File: config.mk
export PLATFORM = sky130hd
export DESIGN_NAME = linear_extrapolation_quantizer_flat
export DESIGN_NICKNAME = d
export VERILOG_FILES = /design/src/sv/leq_pkg.sv /design/src/sv/leq_if.sv /design/src/sv/linear_extrapolation_quantizer.sv /design/src/sv/leq_csub.sv /design/src/sv/leq_mul.sv /design/src/flat_wrapper.sv
export SDC_FILE = /design/constraint.sdc
export NUM_CORES = 2
export LEC_CHECK = 0
export BUFFER_PORTS_ARGS = -buffer_cell sky130_fd_sc_hd__clkbuf_2
export CORE_MARGIN = 2
export CORE_UTILIZATION = 45
export DETAILED_ROUTE_END_ITERATION = 16
export PLACE_DENSITY_LB_ADDON = 0.1
export SYNTH_ARGS = -nofsm -noshare
export SYNTH_HDL_FRONTEND = slang
export SYNTH_SLANG_ARGS = --single-unit
File: constraint.sdc
create_clock -name clk -period 9.8 [get_ports clk]
set_input_delay 0.98 -clock clk [delete_from_list [all_inputs] [get_ports clk]]
set_output_delay 0.98 -clock clk [all_outputs]
set_load 0.005 [all_outputs]
File: src/sv/leq_pkg.sv
`default_nettype none
// ----------------------------------------------------------------------------
// leq_pkg: shared types and constants
// Widths, register codes and reset values for the linear extrapolation
// quantizer, plus the result type of the shared compare/subtract unit.
// ----------------------------------------------------------------------------
package leq_pkg;

  // coordinate width of the stored reconstructions (default)
  localparam int COORD_BITS_DEF = 32;

  // fixed field widths
  localparam int IO_W        = 32;
  localparam int HALF_STEP_W = 30;
  localparam int BOUND_W     = 32;

  // configuration port
  localparam int CFG_DATA_W = 32;
  localparam int CFG_IDX_W  = 1;
  localparam logic [CFG_IDX_W-1:0] REG_HALF_STEP   = 1'b0;
  localparam logic [CFG_IDX_W-1:0] REG_ERROR_BOUND = 1'b1;
  localparam logic [HALF_STEP_W-1:0] HALF_STEP_RST = 30'd71;
  localparam logic [BOUND_W-1:0]     BOUND_RST     = 32'd100;

  // prediction used for the very first point: 2.0 degrees
  localparam logic signed [IO_W-1:0] FIRST_PRED = 32'sd20000000;

  // shared compare/subtract unit width (covers divide and square root)
  localparam int UW = 35;

  // multiplier and square root sizes
  localparam int MUL_W      = 32;
  localparam int SQ_W       = 64;
  localparam int ROOT_W     = 32;
  localparam int SQRT_STEPS = 32;

  typedef struct packed {
    logic          ge;   // minuend was >= subtrahend
    logic [UW-1:0] res;  // conditionally reduced value
  } csub_res_t;

endpackage
`default_nettype wire

File: src/sv/leq_if.sv
`default_nettype none
// ----------------------------------------------------------------------------
// leq_if: point and result channels
// Valid/ready channels carrying one input point word and one result word.
// ----------------------------------------------------------------------------
interface leq_in_if;
  logic                               valid;
  logic                               ready;
  logic signed [leq_pkg::IO_W-1:0]    longitude;
  logic signed [leq_pkg::IO_W-1:0]    latitude;

  modport source (output valid, output longitude, output latitude, input ready);
  modport sink   (input valid, input longitude, input latitude, output ready);
endinterface

interface leq_out_if;
  logic                               valid;
  logic                               ready;
  logic                               prediction_valid;
  logic                               accurate;
  logic [leq_pkg::IO_W-1:0]           error_distance;
  logic signed [leq_pkg::IO_W-1:0]    recon_longitude;
  logic signed [leq_pkg::IO_W-1:0]    recon_latitude;

  modport source (output valid, output prediction_valid, output accurate,
                  output error_distance, output recon_longitude,
                  output recon_latitude, input ready);
  modport sink   (input valid, input prediction_valid, input accurate,
                  input error_distance, input recon_longitude,
                  input recon_latitude, output ready);
endinterface
`default_nettype wire

File: src/sv/linear_extrapolation_quantizer.sv
`default_nettype none
// ----------------------------------------------------------------------------
// linear_extrapolation_quantizer: error-bounded linear prediction quantizer
// Per point: residual, magnitude, per-axis divide and reconstruction, then the
// error path (squares, bound compare, root), which the first two points skip.
// A new point is taken only once the result word is handed over. On the shared
// unit, NW = max(COORD_BITS,32)+4 divide steps per axis and 32 root steps run.
// Sync reset: half step 71, error bound 100, history and count cleared.
// ----------------------------------------------------------------------------
module linear_extrapolation_quantizer #(
  parameter int COORD_BITS = leq_pkg::COORD_BITS_DEF
) (
  input  logic                               clk,
  input  logic                               rst_n,
  input  logic                               cfg_we,
  input  logic [leq_pkg::CFG_IDX_W-1:0]      cfg_index,
  input  logic [leq_pkg::CFG_DATA_W-1:0]     cfg_wdata,
  leq_in_if.sink                             in_ch,
  leq_out_if.source                          out_ch
);

  localparam int EW = (COORD_BITS > leq_pkg::IO_W) ? COORD_BITS : leq_pkg::IO_W;
  localparam int PW = EW + 2;       // prediction
  localparam int AW = PW + 1;       // residual and its magnitude
  localparam int NW = AW + 1;       // dividend: magnitude plus half step
  localparam int RW = NW + 2;       // unsaturated reconstruction
  localparam int CW = $clog2(NW);   // step counter

  localparam logic [1:0] PS_NONE = 2'd0;
  localparam logic [1:0] PS_ONE  = 2'd1;
  localparam logic [1:0] PS_TWO  = 2'd2;

  localparam logic signed [RW-1:0] SAT_HI = {{(RW-COORD_BITS+1){1'b0}},
                                             {(COORD_BITS-1){1'b1}}};
  localparam logic signed [RW-1:0] SAT_LO = {{(RW-COORD_BITS+1){1'b1}},
                                             {(COORD_BITS-1){1'b0}}};

  typedef enum logic [11:0] {
    S_IDLE  = 12'b0000_0000_0001,
    S_RES   = 12'b0000_0000_0010,
    S_ABS   = 12'b0000_0000_0100,
    S_DINIT = 12'b0000_0000_1000,
    S_DIV   = 12'b0000_0001_0000,
    S_DFIN  = 12'b0000_0010_0000,
    S_REC   = 12'b0000_0100_0000,
    S_SQX   = 12'b0000_1000_0000,
    S_SQY   = 12'b0001_0000_0000,
    S_SQE   = 12'b0010_0000_0000,
    S_SCMP  = 12'b0100_0000_0000,
    S_SQRT  = 12'b1000_0000_0000
  } state_t;

  // the done flag has no state_t code: it is kept in its own done_t register below
  typedef enum logic [12:0] {
    D_OFF = 13'b0_0000_0000_0001,
    D_ON  = 13'b1_0000_0000_0000
  } done_t;

  state_t state_r, state_nxt;
  done_t  done_r,  done_nxt;

  // configuration
  logic [leq_pkg::HALF_STEP_W-1:0] half_step_r;
  logic [leq_pkg::BOUND_W-1:0]     bound_r;

  // history
  logic signed [COORD_BITS-1:0] last_r [2];
  logic signed [COORD_BITS-1:0] prior_r [2];
  logic [1:0]                   points_seen_r;

  // working registers
  logic signed [leq_pkg::IO_W-1:0] act_r  [2];
  logic signed [PW-1:0]            pred_r [2];
  logic signed [AW-1:0]            res_r  [2];
  logic [AW-1:0]                   mag_r  [2];
  logic signed [COORD_BITS-1:0]    rec_r  [2];
  logic                            ax_r;
  logic [NW-1:0]                   n_r;
  logic [NW-1:0]                   off_r;
  logic [leq_pkg::UW-1:0]          rem_r;
  logic [CW-1:0]                   cnt_r;
  logic [leq_pkg::SQ_W:0]          sum_r;
  logic [leq_pkg::ROOT_W-1:0]      root_r;
  logic                            acc_r;
  logic                            sat_r;

  // result word
  logic                            out_valid_r;
  logic                            out_pv_r;
  logic                            out_acc_r;
  logic [leq_pkg::IO_W-1:0]        out_dist_r;
  logic [leq_pkg::IO_W-1:0]        out_rlon_r;
  logic [leq_pkg::IO_W-1:0]        out_rlat_r;

  logic                            in_fire;
  logic                            out_load;
  logic                            pred_ok;
  logic signed [PW-1:0]            pred_in [2];
  logic signed [AW-1:0]            res_in  [2];
  logic [AW-1:0]                   mag_in  [2];
  logic signed [RW-1:0]            pred_x;
  logic signed [RW-1:0]            off_x;
  logic signed [RW-1:0]            rsum;
  logic signed [COORD_BITS-1:0]    rec_val;
  logic signed [EW-1:0]            rec_ext [2];
  logic                            big_err;
  logic [leq_pkg::UW-1:0]          cs_min;
  logic [leq_pkg::UW-1:0]          cs_sub;
  leq_pkg::csub_res_t              cs_res;
  logic                            mul_en;
  logic [leq_pkg::MUL_W-1:0]       mul_op;
  logic [leq_pkg::SQ_W-1:0]        mul_prod;

  assign in_ch.ready = (state_r == S_IDLE) && (done_r == D_OFF);
  assign in_fire     = in_ch.valid && in_ch.ready;
  assign out_load    = (done_r == D_ON) && (!out_valid_r || out_ch.ready);
  assign pred_ok     = (points_seen_r == PS_TWO);

  // per-axis prediction, residual and magnitude lanes
  always_comb begin
    for (int i = 0; i < 2; i++) begin
      unique case (points_seen_r)
        PS_NONE: pred_in[i] = PW'(leq_pkg::FIRST_PRED);
        PS_ONE:  pred_in[i] = PW'(last_r[i]);
        default: pred_in[i] = (PW'(last_r[i]) <<< 1) - PW'(prior_r[i]);
      endcase
      res_in[i] = AW'(act_r[i]) - AW'(pred_r[i]);
      mag_in[i] = res_r[i][AW-1] ? AW'(-res_r[i]) : AW'(res_r[i]);
    end
  end

  // reconstruction of the current axis, saturated to the coordinate range
  always_comb begin
    pred_x = RW'(pred_r[ax_r]);
    off_x  = $signed(RW'(off_r));
    rsum   = res_r[ax_r][AW-1] ? (pred_x - off_x) : (pred_x + off_x);
    priority if (rsum > SAT_HI) begin
      rec_val = SAT_HI[COORD_BITS-1:0];
    end else if (rsum < SAT_LO) begin
      rec_val = SAT_LO[COORD_BITS-1:0];
    end else begin
      rec_val = rsum[COORD_BITS-1:0];
    end
  end

  assign big_err = (|mag_r[0][AW-1:leq_pkg::ROOT_W]) | (|mag_r[1][AW-1:leq_pkg::ROOT_W]);

  // shared unit operands: root step or remainder step
  always_comb begin
    if (state_r == S_SQRT) begin
      cs_min = {rem_r[leq_pkg::UW-3:0], sum_r[leq_pkg::SQ_W-1 -: 2]};
      cs_sub = leq_pkg::UW'({root_r, 2'b01});
    end else begin
      cs_min = {rem_r[leq_pkg::UW-2:0], n_r[cnt_r]};
      cs_sub = leq_pkg::UW'({half_step_r, 1'b0});
    end
  end

  leq_csub u_csub (
    .min_i (cs_min),
    .sub_i (cs_sub),
    .res_o (cs_res)
  );

  // multiplier operand: x error, y error, then the bound
  always_comb begin
    mul_en = (state_r == S_SQX) || (state_r == S_SQY) || (state_r == S_SQE);
    unique case (state_r)
      S_SQX:   mul_op = mag_r[0][leq_pkg::MUL_W-1:0];
      S_SQY:   mul_op = mag_r[1][leq_pkg::MUL_W-1:0];
      default: mul_op = bound_r;
    endcase
  end

  leq_mul u_mul (
    .clk    (clk),
    .en_i   (mul_en),
    .a_i    (mul_op),
    .b_i    (mul_op),
    .prod_o (mul_prod)
  );

  // sequencer
  always_comb begin
    state_nxt = state_r;
    done_nxt  = done_r;
    unique case (state_r)
      S_IDLE: begin
        if (done_r == D_ON) begin
          if (out_load) begin
            done_nxt = D_OFF;
          end
        end else if (in_fire) begin
          state_nxt = S_RES;
        end
      end
      S_RES:   state_nxt = S_ABS;
      S_ABS:   state_nxt = S_DINIT;
      S_DINIT: state_nxt = S_DIV;
      S_DIV: begin
        if (cnt_r == '0) begin
          state_nxt = S_DFIN;
        end
      end
      S_DFIN:  state_nxt = S_REC;
      S_REC: begin
        priority if (!ax_r) begin
          state_nxt = S_DINIT;
        end else if (pred_ok) begin
          state_nxt = S_SQX;
        end else begin
          state_nxt = S_IDLE;
          done_nxt  = D_ON;
        end
      end
      S_SQX:   state_nxt = S_SQY;
      S_SQY:   state_nxt = S_SQE;
      S_SQE:   state_nxt = S_SCMP;
      S_SCMP:  state_nxt = S_SQRT;
      S_SQRT: begin
        if (cnt_r == '0) begin
          state_nxt = S_IDLE;
          done_nxt  = D_ON;
        end
      end
      default: state_nxt = S_IDLE;
    endcase
  end

  // control state, configuration and history
  always_ff @(posedge clk) begin
    if (!rst_n) begin
      state_r       <= S_IDLE;
      done_r        <= D_OFF;
      half_step_r   <= leq_pkg::HALF_STEP_RST;
      bound_r       <= leq_pkg::BOUND_RST;
      points_seen_r <= PS_NONE;
      out_valid_r   <= 1'b0;
      for (int i = 0; i < 2; i++) begin
        last_r[i]  <= '0;
        prior_r[i] <= '0;
      end
    end else begin
      state_r <= state_nxt;
      done_r  <= done_nxt;
      if (cfg_we) begin
        unique case (cfg_index)
          leq_pkg::REG_HALF_STEP:   half_step_r   <= cfg_wdata[leq_pkg::HALF_STEP_W-1:0];
          leq_pkg::REG_ERROR_BOUND: bound_r       <= cfg_wdata[leq_pkg::BOUND_W-1:0];
        endcase
      end
      // output register
      if (out_load) begin
        out_valid_r <= 1'b1;
      end else if (out_ch.ready) begin
        out_valid_r <= 1'b0;
      end
      // history moves on when the result word is handed over
      if (out_load) begin
        for (int i = 0; i < 2; i++) begin
          prior_r[i] <= last_r[i];
          last_r[i]  <= rec_r[i];
        end
        if (points_seen_r != PS_TWO) begin
          points_seen_r <= points_seen_r + 2'd1;
        end
      end
    end
  end

  // datapath
  always_ff @(posedge clk) begin
    unique case (state_r)
      S_IDLE: begin
        if (in_fire) begin
          act_r[0]  <= in_ch.longitude;
          act_r[1]  <= in_ch.latitude;
          pred_r[0] <= pred_in[0];
          pred_r[1] <= pred_in[1];
        end
      end
      S_RES: begin
        res_r[0] <= res_in[0];
        res_r[1] <= res_in[1];
      end
      S_ABS: begin
        mag_r[0] <= mag_in[0];
        mag_r[1] <= mag_in[1];
        ax_r     <= 1'b0;
      end
      S_DINIT: begin
        n_r   <= NW'(mag_r[ax_r]) + NW'(half_step_r);
        rem_r <= '0;
        cnt_r <= CW'(NW - 1);
      end
      S_DIV: begin
        rem_r <= cs_res.res;
        cnt_r <= cnt_r - CW'(1);
      end
      S_DFIN: begin
        // step times quotient is the dividend less the remainder
        off_r <= (half_step_r == '0) ? n_r : (n_r - NW'(rem_r));
      end
      S_REC: begin
        rec_r[ax_r] <= rec_val;
        ax_r        <= 1'b1;
      end
      S_SQX: begin
      end
      S_SQY: begin
        sum_r <= (leq_pkg::SQ_W + 1)'(mul_prod);
      end
      S_SQE: begin
        sum_r <= sum_r + (leq_pkg::SQ_W + 1)'(mul_prod);
      end
      S_SCMP: begin
        acc_r  <= !big_err && !sum_r[leq_pkg::SQ_W] &&
                  (sum_r[leq_pkg::SQ_W-1:0] <= mul_prod);
        sat_r  <= big_err | sum_r[leq_pkg::SQ_W];
        rem_r  <= '0;
        root_r <= '0;
        cnt_r  <= CW'(leq_pkg::SQRT_STEPS - 1);
      end
      S_SQRT: begin
        rem_r  <= cs_res.res;
        root_r <= {root_r[leq_pkg::ROOT_W-2:0], cs_res.ge};
        sum_r  <= {sum_r[leq_pkg::SQ_W], sum_r[leq_pkg::SQ_W-3:0], 2'b00};
        cnt_r  <= cnt_r - CW'(1);
      end
      default: begin
      end
    endcase
  end

  // result word fields
  always_comb begin
    for (int i = 0; i < 2; i++) begin
      rec_ext[i] = EW'(rec_r[i]);
    end
  end

  always_ff @(posedge clk) begin
    if (out_load) begin
      out_pv_r   <= pred_ok;
      out_acc_r  <= pred_ok && acc_r;
      out_dist_r <= !pred_ok ? '0 : (sat_r ? '1 : root_r);
      out_rlon_r <= rec_ext[0][leq_pkg::IO_W-1:0];
      out_rlat_r <= rec_ext[1][leq_pkg::IO_W-1:0];
    end
  end

  assign out_ch.valid            = out_valid_r;
  assign out_ch.prediction_valid = out_pv_r;
  assign out_ch.accurate         = out_acc_r;
  assign out_ch.error_distance   = out_dist_r;
  assign out_ch.recon_longitude  = out_rlon_r;
  assign out_ch.recon_latitude   = out_rlat_r;

endmodule
`default_nettype wire

File: src/sv/leq_csub.sv
`default_nettype none
// ----------------------------------------------------------------------------
// leq_csub: shared compare and conditional subtract
// One restoring step: if the minuend reaches the subtrahend, subtract it.
// Serves both the remainder division and the integer square root.
// ----------------------------------------------------------------------------
module leq_csub (
  input  logic [leq_pkg::UW-1:0] min_i,
  input  logic [leq_pkg::UW-1:0] sub_i,
  output leq_pkg::csub_res_t     res_o
);

  logic [leq_pkg::UW:0] diff;

  // borrow out of the wide subtract decides the step
  assign diff      = {1'b0, min_i} - {1'b0, sub_i};
  assign res_o.ge  = ~diff[leq_pkg::UW];
  assign res_o.res = diff[leq_pkg::UW] ? min_i : diff[leq_pkg::UW-1:0];

endmodule
`default_nettype wire

File: src/sv/leq_mul.sv
`default_nettype none
// ----------------------------------------------------------------------------
// leq_mul: registered 32x32 multiplier
// Squares the axis errors and the error bound, one product per cycle while enabled.
// ----------------------------------------------------------------------------
module leq_mul (
  input  logic                          clk,
  input  logic                          en_i,
  input  logic [leq_pkg::MUL_W-1:0]     a_i,
  input  logic [leq_pkg::MUL_W-1:0]     b_i,
  output logic [leq_pkg::SQ_W-1:0]      prod_o
);

  logic [leq_pkg::SQ_W-1:0] prod_r;

  always_ff @(posedge clk) begin
    if (en_i) begin
      prod_r <= leq_pkg::SQ_W'(a_i) * leq_pkg::SQ_W'(b_i);
    end
  end

  assign prod_o = prod_r;

endmodule
`default_nettype wire
File: src/flat_wrapper.sv
// flat-port wrapper written by rule: the top's interface ports become plain ports
module linear_extrapolation_quantizer_flat 
#(
  parameter int COORD_BITS = leq_pkg::COORD_BITS_DEF
)
  (clk, rst_n, cfg_we, cfg_index, cfg_wdata, in_ch_valid, in_ch_longitude, in_ch_latitude, in_ch_ready, out_ch_valid, out_ch_prediction_valid, out_ch_accurate, out_ch_error_distance, out_ch_recon_longitude, out_ch_recon_latitude, out_ch_ready);
  leq_in_if in_ch_i ();
  leq_out_if out_ch_i ();
  input  logic clk;
  input  logic rst_n;
  input  logic cfg_we;
  input  logic [leq_pkg::CFG_IDX_W-1:0] cfg_index;
  input  logic [leq_pkg::CFG_DATA_W-1:0] cfg_wdata;
  input wire logic [$bits(in_ch_i.valid)-1:0] in_ch_valid;
  input wire logic [$bits(in_ch_i.longitude)-1:0] in_ch_longitude;
  input wire logic [$bits(in_ch_i.latitude)-1:0] in_ch_latitude;
  output wire logic [$bits(in_ch_i.ready)-1:0] in_ch_ready;
  output wire logic [$bits(out_ch_i.valid)-1:0] out_ch_valid;
  output wire logic [$bits(out_ch_i.prediction_valid)-1:0] out_ch_prediction_valid;
  output wire logic [$bits(out_ch_i.accurate)-1:0] out_ch_accurate;
  output wire logic [$bits(out_ch_i.error_distance)-1:0] out_ch_error_distance;
  output wire logic [$bits(out_ch_i.recon_longitude)-1:0] out_ch_recon_longitude;
  output wire logic [$bits(out_ch_i.recon_latitude)-1:0] out_ch_recon_latitude;
  input wire logic [$bits(out_ch_i.ready)-1:0] out_ch_ready;
  assign in_ch_i.valid = in_ch_valid;
  assign in_ch_i.longitude = in_ch_longitude;
  assign in_ch_i.latitude = in_ch_latitude;
  assign in_ch_ready = in_ch_i.ready;
  assign out_ch_valid = out_ch_i.valid;
  assign out_ch_prediction_valid = out_ch_i.prediction_valid;
  assign out_ch_accurate = out_ch_i.accurate;
  assign out_ch_error_distance = out_ch_i.error_distance;
  assign out_ch_recon_longitude = out_ch_i.recon_longitude;
  assign out_ch_recon_latitude = out_ch_i.recon_latitude;
  assign out_ch_i.ready = out_ch_ready;
  linear_extrapolation_quantizer #(.COORD_BITS(COORD_BITS)) u_core (.clk(clk), .rst_n(rst_n), .cfg_we(cfg_we), .cfg_index(cfg_index), .cfg_wdata(cfg_wdata), .in_ch(in_ch_i), .out_ch(out_ch_i));
endmodule
# Word-level counts from Yosys, hierarchy flattened
# Memory sizes are Yosys's and may differ from the RTL's. A register that Yosys moved wholly into a read port is not among the register bits.
# Cells that the tools add are included.
[op_classes]
addsub = 14
multipliers = 1
n_div = 0
order_cmp = 4
eq_ne = 25
shifts = 0
mux = 55
n_bitwise = 9
reduce_logical = 33
[op_table]
columns = ["cell", "n"]
rows = [
  ["32-bit 2-to-1 mux", 7],
  ["65-bit case mux with 3 select lines", 1],
  ["12-bit case mux with 12 select lines", 1],
  ["35-bit 2-to-1 mux", 4],
  ["34-bit case mux with 2 select lines", 2],
  ["32-bit case mux with 2 select lines", 2],
  ["35-bit negator", 2],
  ["35-bit case mux with 2 select lines", 1],
  ["32-bit by 34-bit subtractor with 35-bit output", 2],
  ["33-bit by 32-bit subtractor with 34-bit output", 2],
  ["65-bit by 64-bit adder with 65-bit output", 1],
  ["13-bit 2-to-1 mux", 5],
  ["64-bit less-or-equal comparator", 1],
  ["32-bit by 32-bit multiplier with 64-bit output", 1],
  ["12-bit 2-to-1 mux", 5],
  ["13-bit case mux with 3 select lines", 1],
  ["34-bit by 37-bit adder with 38-bit output", 1],
  ["38-bit by 32-bit greater-than comparator with 1-bit output (second input constant)", 1],
  ["38-bit by 32-bit less-than comparator with 1-bit output (second input constant)", 1],
  ["38-bit 2-to-1 mux", 1],
  ["34-bit by 37-bit subtractor with 38-bit output", 1],
  ["35-bit by 30-bit adder with 36-bit output", 1],
  ["36-bit 2-to-1 mux", 1],
  ["35-bit by 34-bit subtractor with 36-bit output", 1],
  ["43 further kinds", 95],
]
[word_totals]
ff_bits = 465
latchBits = 0
ramBits = 464
rom_bits = 0
in_bits = 102
output_inout_bits = 100
n_memories = 7
[memory_table]
columns = ["name", "depth", "word_bits", "read_ports", "rd_ports_with_merged_regs", "write_ports", "line_no", "text"]
rows = [
  ["u_core.mag_r", 2, 35, 3, 1, 2, "linear_extrapolation_quantizer.sv:75", "logic [AW-1:0] mag_r [2];"],
  ["u_core.res_r", 2, 35, 3, 1, 2, "linear_extrapolation_quantizer.sv:74", "logic signed [AW-1:0] res_r [2];"],
  ["u_core.pred_r", 2, 34, 3, 1, 2, "linear_extrapolation_quantizer.sv:73", "logic signed [PW-1:0] pred_r [2];"],
  ["u_core.act_r", 2, 32, 2, 0, 2, "linear_extrapolation_quantizer.sv:72", "logic signed [leq_pkg::IO_W-1:0] act_r [2];"],
  ["u_core.last_r", 2, 32, 2, 0, 2, "linear_extrapolation_quantizer.sv:67", "logic signed [COORD_BITS-1:0] last_r [2];"],
  ["u_core.prior_r", 2, 32, 2, 0, 2, "linear_extrapolation_quantizer.sv:68", "logic signed [COORD_BITS-1:0] prior_r [2];"],
  ["+1 memories", "-", "-", "-", "-", "-", "-", ""],
]

# Logic depth before layout (Yosys ltp)
[logic_depth]
depth_word = 7
mapped_depth = 40

# Hierarchy
# A second synthesis with hierarchy kept.
[hier_totals]
cells_unflattened = 9316
hier_area_um2 = 90085.1
[by_module_without_submodules]
columns = ["mod", "n_inst", "cells_each", "area_each_um2", "seq_area_each_um2"]
rows = [
  ["linear_extrapolation_quantizer", 1, 5104, 51956.1, 24873.9],
  ["leq_mul", 1, 3888, 35783.1, 1921.8],
  ["leq_csub", 1, 324, 2346.0, 0.0],
]

# Worst setup path before layout
# Ideal clock, no wire load.
[synth_path]
path_kind = "register to register"
startpoint = "register u_core.state_r[4]"
endpoint = "register u_core.u_mul.prod_r, in the netlist u_core.u_mul.prod_o[51] (data pin)"
setup_ns = 0.264
arrival_ns = 9.291
slack_ns = 0.245
path_stages_with_launch = 37
n_path_buf = 5
period_less_slack_ns = 9.555
path_cell_list = "dfxtp_1 -> nor2_1 -> nand2_1 -> nor4b_2 -> clkbuf_1 -> clkbuf_1 -> a22oi_1 -> nand2_1 -> clkbuf_1 -> buf_1 -> nand2_1 -> fa_1 -> inv_1 -> fa_1 -> inv_1 -> fa_1 -> fa_1 -> inv_1 -> fa_1 -> inv_1 -> fa_1 -> inv_1 -> fa_1 -> fa_1 -> ha_1 -> clkbuf_1 -> a21oi_1 -> o21bai_1 -> a21o_1 -> a21oi_1 -> o21ai_0 -> o21ba_2 -> o21ai_0 -> a221oi_1 -> o21ai_0 -> a221oi_1 -> xnor2_1"
[synth_between]
elab_chain_len = 3
[synth_rtl]
columns = ["item", "line_no", "text"]
rows = [
  ["start: declaration", "linear_extrapolation_quantizer.sv:59", "state_t state_r, state_nxt;"],
  ["start signal: assignment", "linear_extrapolation_quantizer.sv:244", "state_r <= state_nxt;"],
  ["12-bit by 9-bit equality test with 1-bit output or 12-bit by 8-bit equality test with 1-bit output (tied branches)", "linear_extrapolation_quantizer.sv:168", "unique case (state_r)"],
  ["32-bit case mux with 2 select lines *", "linear_extrapolation_quantizer.sv:168", ""],
  ["32-bit by 32-bit multiplier with 64-bit output *", "leq_mul.sv:18", "prod_r <= leq_pkg::SQ_W'(a_i) * leq_pkg::SQ_W'(b_i);"],
  ["end signal: assignment", "leq_mul.sv:18", ""],
  ["end: declaration", "leq_mul.sv:14", "logic [leq_pkg::SQ_W-1:0] prod_r;"],
]
# Every way passes the cells marked *; elsewhere a longest branch is shown, timed or not.
# A chain may end at the register's enable or synchronous reset.

# Worst setup path in the final report
[layout_path]
startpoint = "register u_core.state_r[4]"
endpoint = "register u_core.u_mul.prod_r, in the netlist u_core.u_mul.prod_o[62] (data pin)"
# Same word-level chain as after synthesis.

==> results.cfg <==
[power_and_ir_drop]
p_clk_share_pct = 29.1
internal_power_mw = 9.252
switching_share_pct = 36.65
max-vdd-ir-drop_mv = 0.1774
power_frac_seq_pct = 35.6
power_density_nw_per_um2 = 155.8
p_switching_mw = 5.353
p_leak_nw = 42.80
combPwrFrac_pct = 35.3

[synthesis]
synth.ff_latch_count = 918
ys_async_sr_fraction_pct = 0
yosysWarnings = 0
syn_area_sq_um = 84700
yosysSeqAreaShare_pct = 31.60
syn-num-nets = 10290
synth_cell_types = 96
synth-edff-count = 838
synth_top_flop_cell = edfxtp_1
synth_cells = 8697
syn_area_per_cell_sq_um = 9.739

[global_routing]
grt_max_degree = 98
grt_use_total_pct = 29.73
antenna_found_initial = 5
grt_pass1_vias = 65260
grt_pass1_wl_um = 423000
grt_overflow_total = 0

[critical_path]
reg2reg_to = u_core.u_mul.prod_o[62]
crit_top_cell = fa_1
slowest_delay_ns = 0.57
r2r_slack_ns = 0.36
crit_slowest_cell = fa_1
criticalPathCategory = reg2reg
cp-end-kind = flop
crit_path_max_fanout = 18
startpoint_type = flop
required_ns = 10.28
arrival_ns = 9.92
regToRegStartpoint = u_core.state_r[4]
reg2reg_depth = 34

[clock_tree]
cts_inserted_buffers = 106
cts_root_buffer = clkbuf_16
htreeDepth = 3
clock_latency_ns = 0.78
cts_hold_buf = 0
clkTransAtPathRegs_ns = 0.06
cts.sinks = 918
clockBufferDepth = 3
tritoncts = done

[route]
drc = 0
wl_per_cell_um = 25.02
dr.pass1.iters = 5
avgViaCountPerCell = 5.600
drt_wl_total_um = 287900
ant_nets = 0
dr.first_iter.drc_count = 4930
vias = 64440

[sta]
tightest_slew_ns = 1.136
fin_crit_sh_pct = 96.36
skew_ns = 0.07803
final_max_slew_viol_count = 0
min_period_ns = 9.443
final_hold_viol_count = 0
fmaxAchievable_mhz = 105.9
slew_headroom_pct = 23.45
finalSetupTns_ns = 0
setup_viol = 0

[die]
die_area_sq_um = 191700
die_y_um = 437.8
rows = 159
io_pins = 202
die_width_um = 437.8
start_util_pct = 45.20
design.core.area_sq_um = 187400

[min_path]
min_from = in_ch_longitude[4]
min_to = u_core.act_r[0][4]
hold_path.class = in2reg
whs_path_depth = 1

[placed_design]
port_buffers = 201
dp_hpwl_um = 231300
gp_congestion = 0.9842

[finish]
fin_util_pct = 50.01
drive_gt1_share_pct = 8.434
fin_nets = 10520
syn2layout_area_growth_pct = 10.66

[outcome]
status = completed

[run]
drv_cap = 0
-- registers in the layout (all words and copies together), names as in the netlist, 35 cells and up, named ones only --
register and cells:
u_core.mag_r 70, u_core.prior_r 64, u_core.res_r 70, u_core.pred_r 68, u_core.act_r 64, u_core.off_r 36, u_core.u_mul.prod_o 63, u_core.sum_r 65
u_core.rem_r 35, u_core.rec_r 64, u_core.last_r 64, u_core.n_r 36
-- stage by stage --
stage / worst slack [ns] / hold slack [ns] / cells / power (mW) / instance area (sq um)
floorplan: 0.2453 / 0.4180 / 8697 / 8.487 / 84700
global placement: -0.1429 / 0.4242 / 11270 / 10.31 / 89430
detailed placement: -0.1882 / 0.4272 / 11270 / 10.34 / 89430
CTS: 0.02438 / 0.3087 / 11470 / 14.63 / 93190
global route: -0.03641 / 0.3235 / 11510 / 15.33 / 93720
finish: 0.3571 / 0.3705 / 11510 / 14.61 / 93720
-- layout by cell type, fill, tap and decap left out, types with 200 or more instances in the layout --
master,instances
clkbuf_2,200
a21oi_1,464
edfxtp_1,838
inv_1,1378
xnor2_1,321
fa_1,799
nand2_1,819
ha_1,690
buf_4,202
nor2_1,602
o21ai_0,448
-- cell usage after synthesis (159+ instances only) --
library cell | instances | share of area, %
inv_1 | 1390 | 6.2
edfxtp_1 | 838 | 30
nand2_1 | 824 | 3.7
fa_1 | 800 | 19
ha_1 | 693 | 10
nor2_1 | 613 | 2.7
a21oi_1 | 465 | 2.7
o21ai_0 | 450 | 2.7
xnor2_1 | 322 | 3.3
clkbuf_1 | 289 | 1.3
a21o_1 | 182 | 1.6
and3_1 | 165 | 1.2
xor2_1 | 159 | 1.6
-- per-layer routing --
| layer | share of wire, % | vias up | wire length [um] | GRT usage (%) |
|---|---|---|---|---|
| met2 | 50 | 1996 | 142900 | 51.78 |
| met5 | 0 | - | 0 | 0 |
| met1 | 40 | 32140 | 113900 | 36.49 |
| met3 | 4.7 | 522 | 13500 | 3.078 |
| met4 | 6.1 | 0 | 17600 | 15.34 |
| li1 | - | 29790 | - | - |
-- cells by family after synthesis --
group | count (synthesis) | synth area share (%)
compound gates | 1806 | 13.60
fa+ha+maj | 1493 | 29.15
mux | 58 | 0.8967
xor+xnor | 481 | 4.974
buf+inv | 1716 | 7.624
simple gates | 2225 | 12.16
flops | 918 | 31.60
-- cell type report --
type                       instances  area, sq um
clock inverter                    71        900.9
sequential                       918        26770
multi-input combinational       6064        51760
tap                             2495         3122
antenna                            1        2.502
timing repair buffer             431         3049
fill                           17460        93680
clock buffer                     128         2819
inverter                        1399         5298
-- worst max path at each step --
stage / slack, ns / endpoint / startpoint / cells past startpoint
6_report: 0.36 / u_core.u_mul.prod_o[62] / u_core.state_r[4] / 34
5_1_grt: -0.04 / u_core.u_mul.prod_o[62] / u_core.state_r[4] / 34
4_1_cts: 0.02 / u_core.u_mul.prod_o[60] / u_core.state_r[4] / 34
3_5_place_dp: -0.19 / u_core.u_mul.prod_o[60] / u_core.state_r[3] / 33
3_3_place_gp: -0.14 / u_core.u_mul.prod_o[43] / u_core.state_r[2] / 34
2_1_floorplan: 0.25 / u_core.u_mul.prod_o[51] / u_core.state_r[4] / 36
-- timing repair --
item,CTS,global route
gates cloned,0,3
setup buffers,1,29
endpoints found under the setup margin,12,21
gates resized for setup,8,55
pin swaps,1,11
-- critical path: cells and delay by family (launching register included) --
kind	cells	cell delay, ns
DFF	1	0.34
muxes	1	0.12
adders and majority gates	9	4.04
and+or+nand+nor	10	2.11
buffers and inverters	9	1.39
AOI/OAI and AO/OA	5	1.12
-- power by group through the flow --
stage          clock network (mW)  logic (mW)  registers, mW
2_1_floorplan                   0        3.37           5.12
3_3_place_gp                    0        5.03           5.28
3_5_place_dp                    0        5.07           5.28
4_1_cts                      4.32        5.11           5.20
5_1_grt                      4.48        5.65           5.21
6_report                     4.25        5.16           5.20
(Power assumes the default switching activity.)
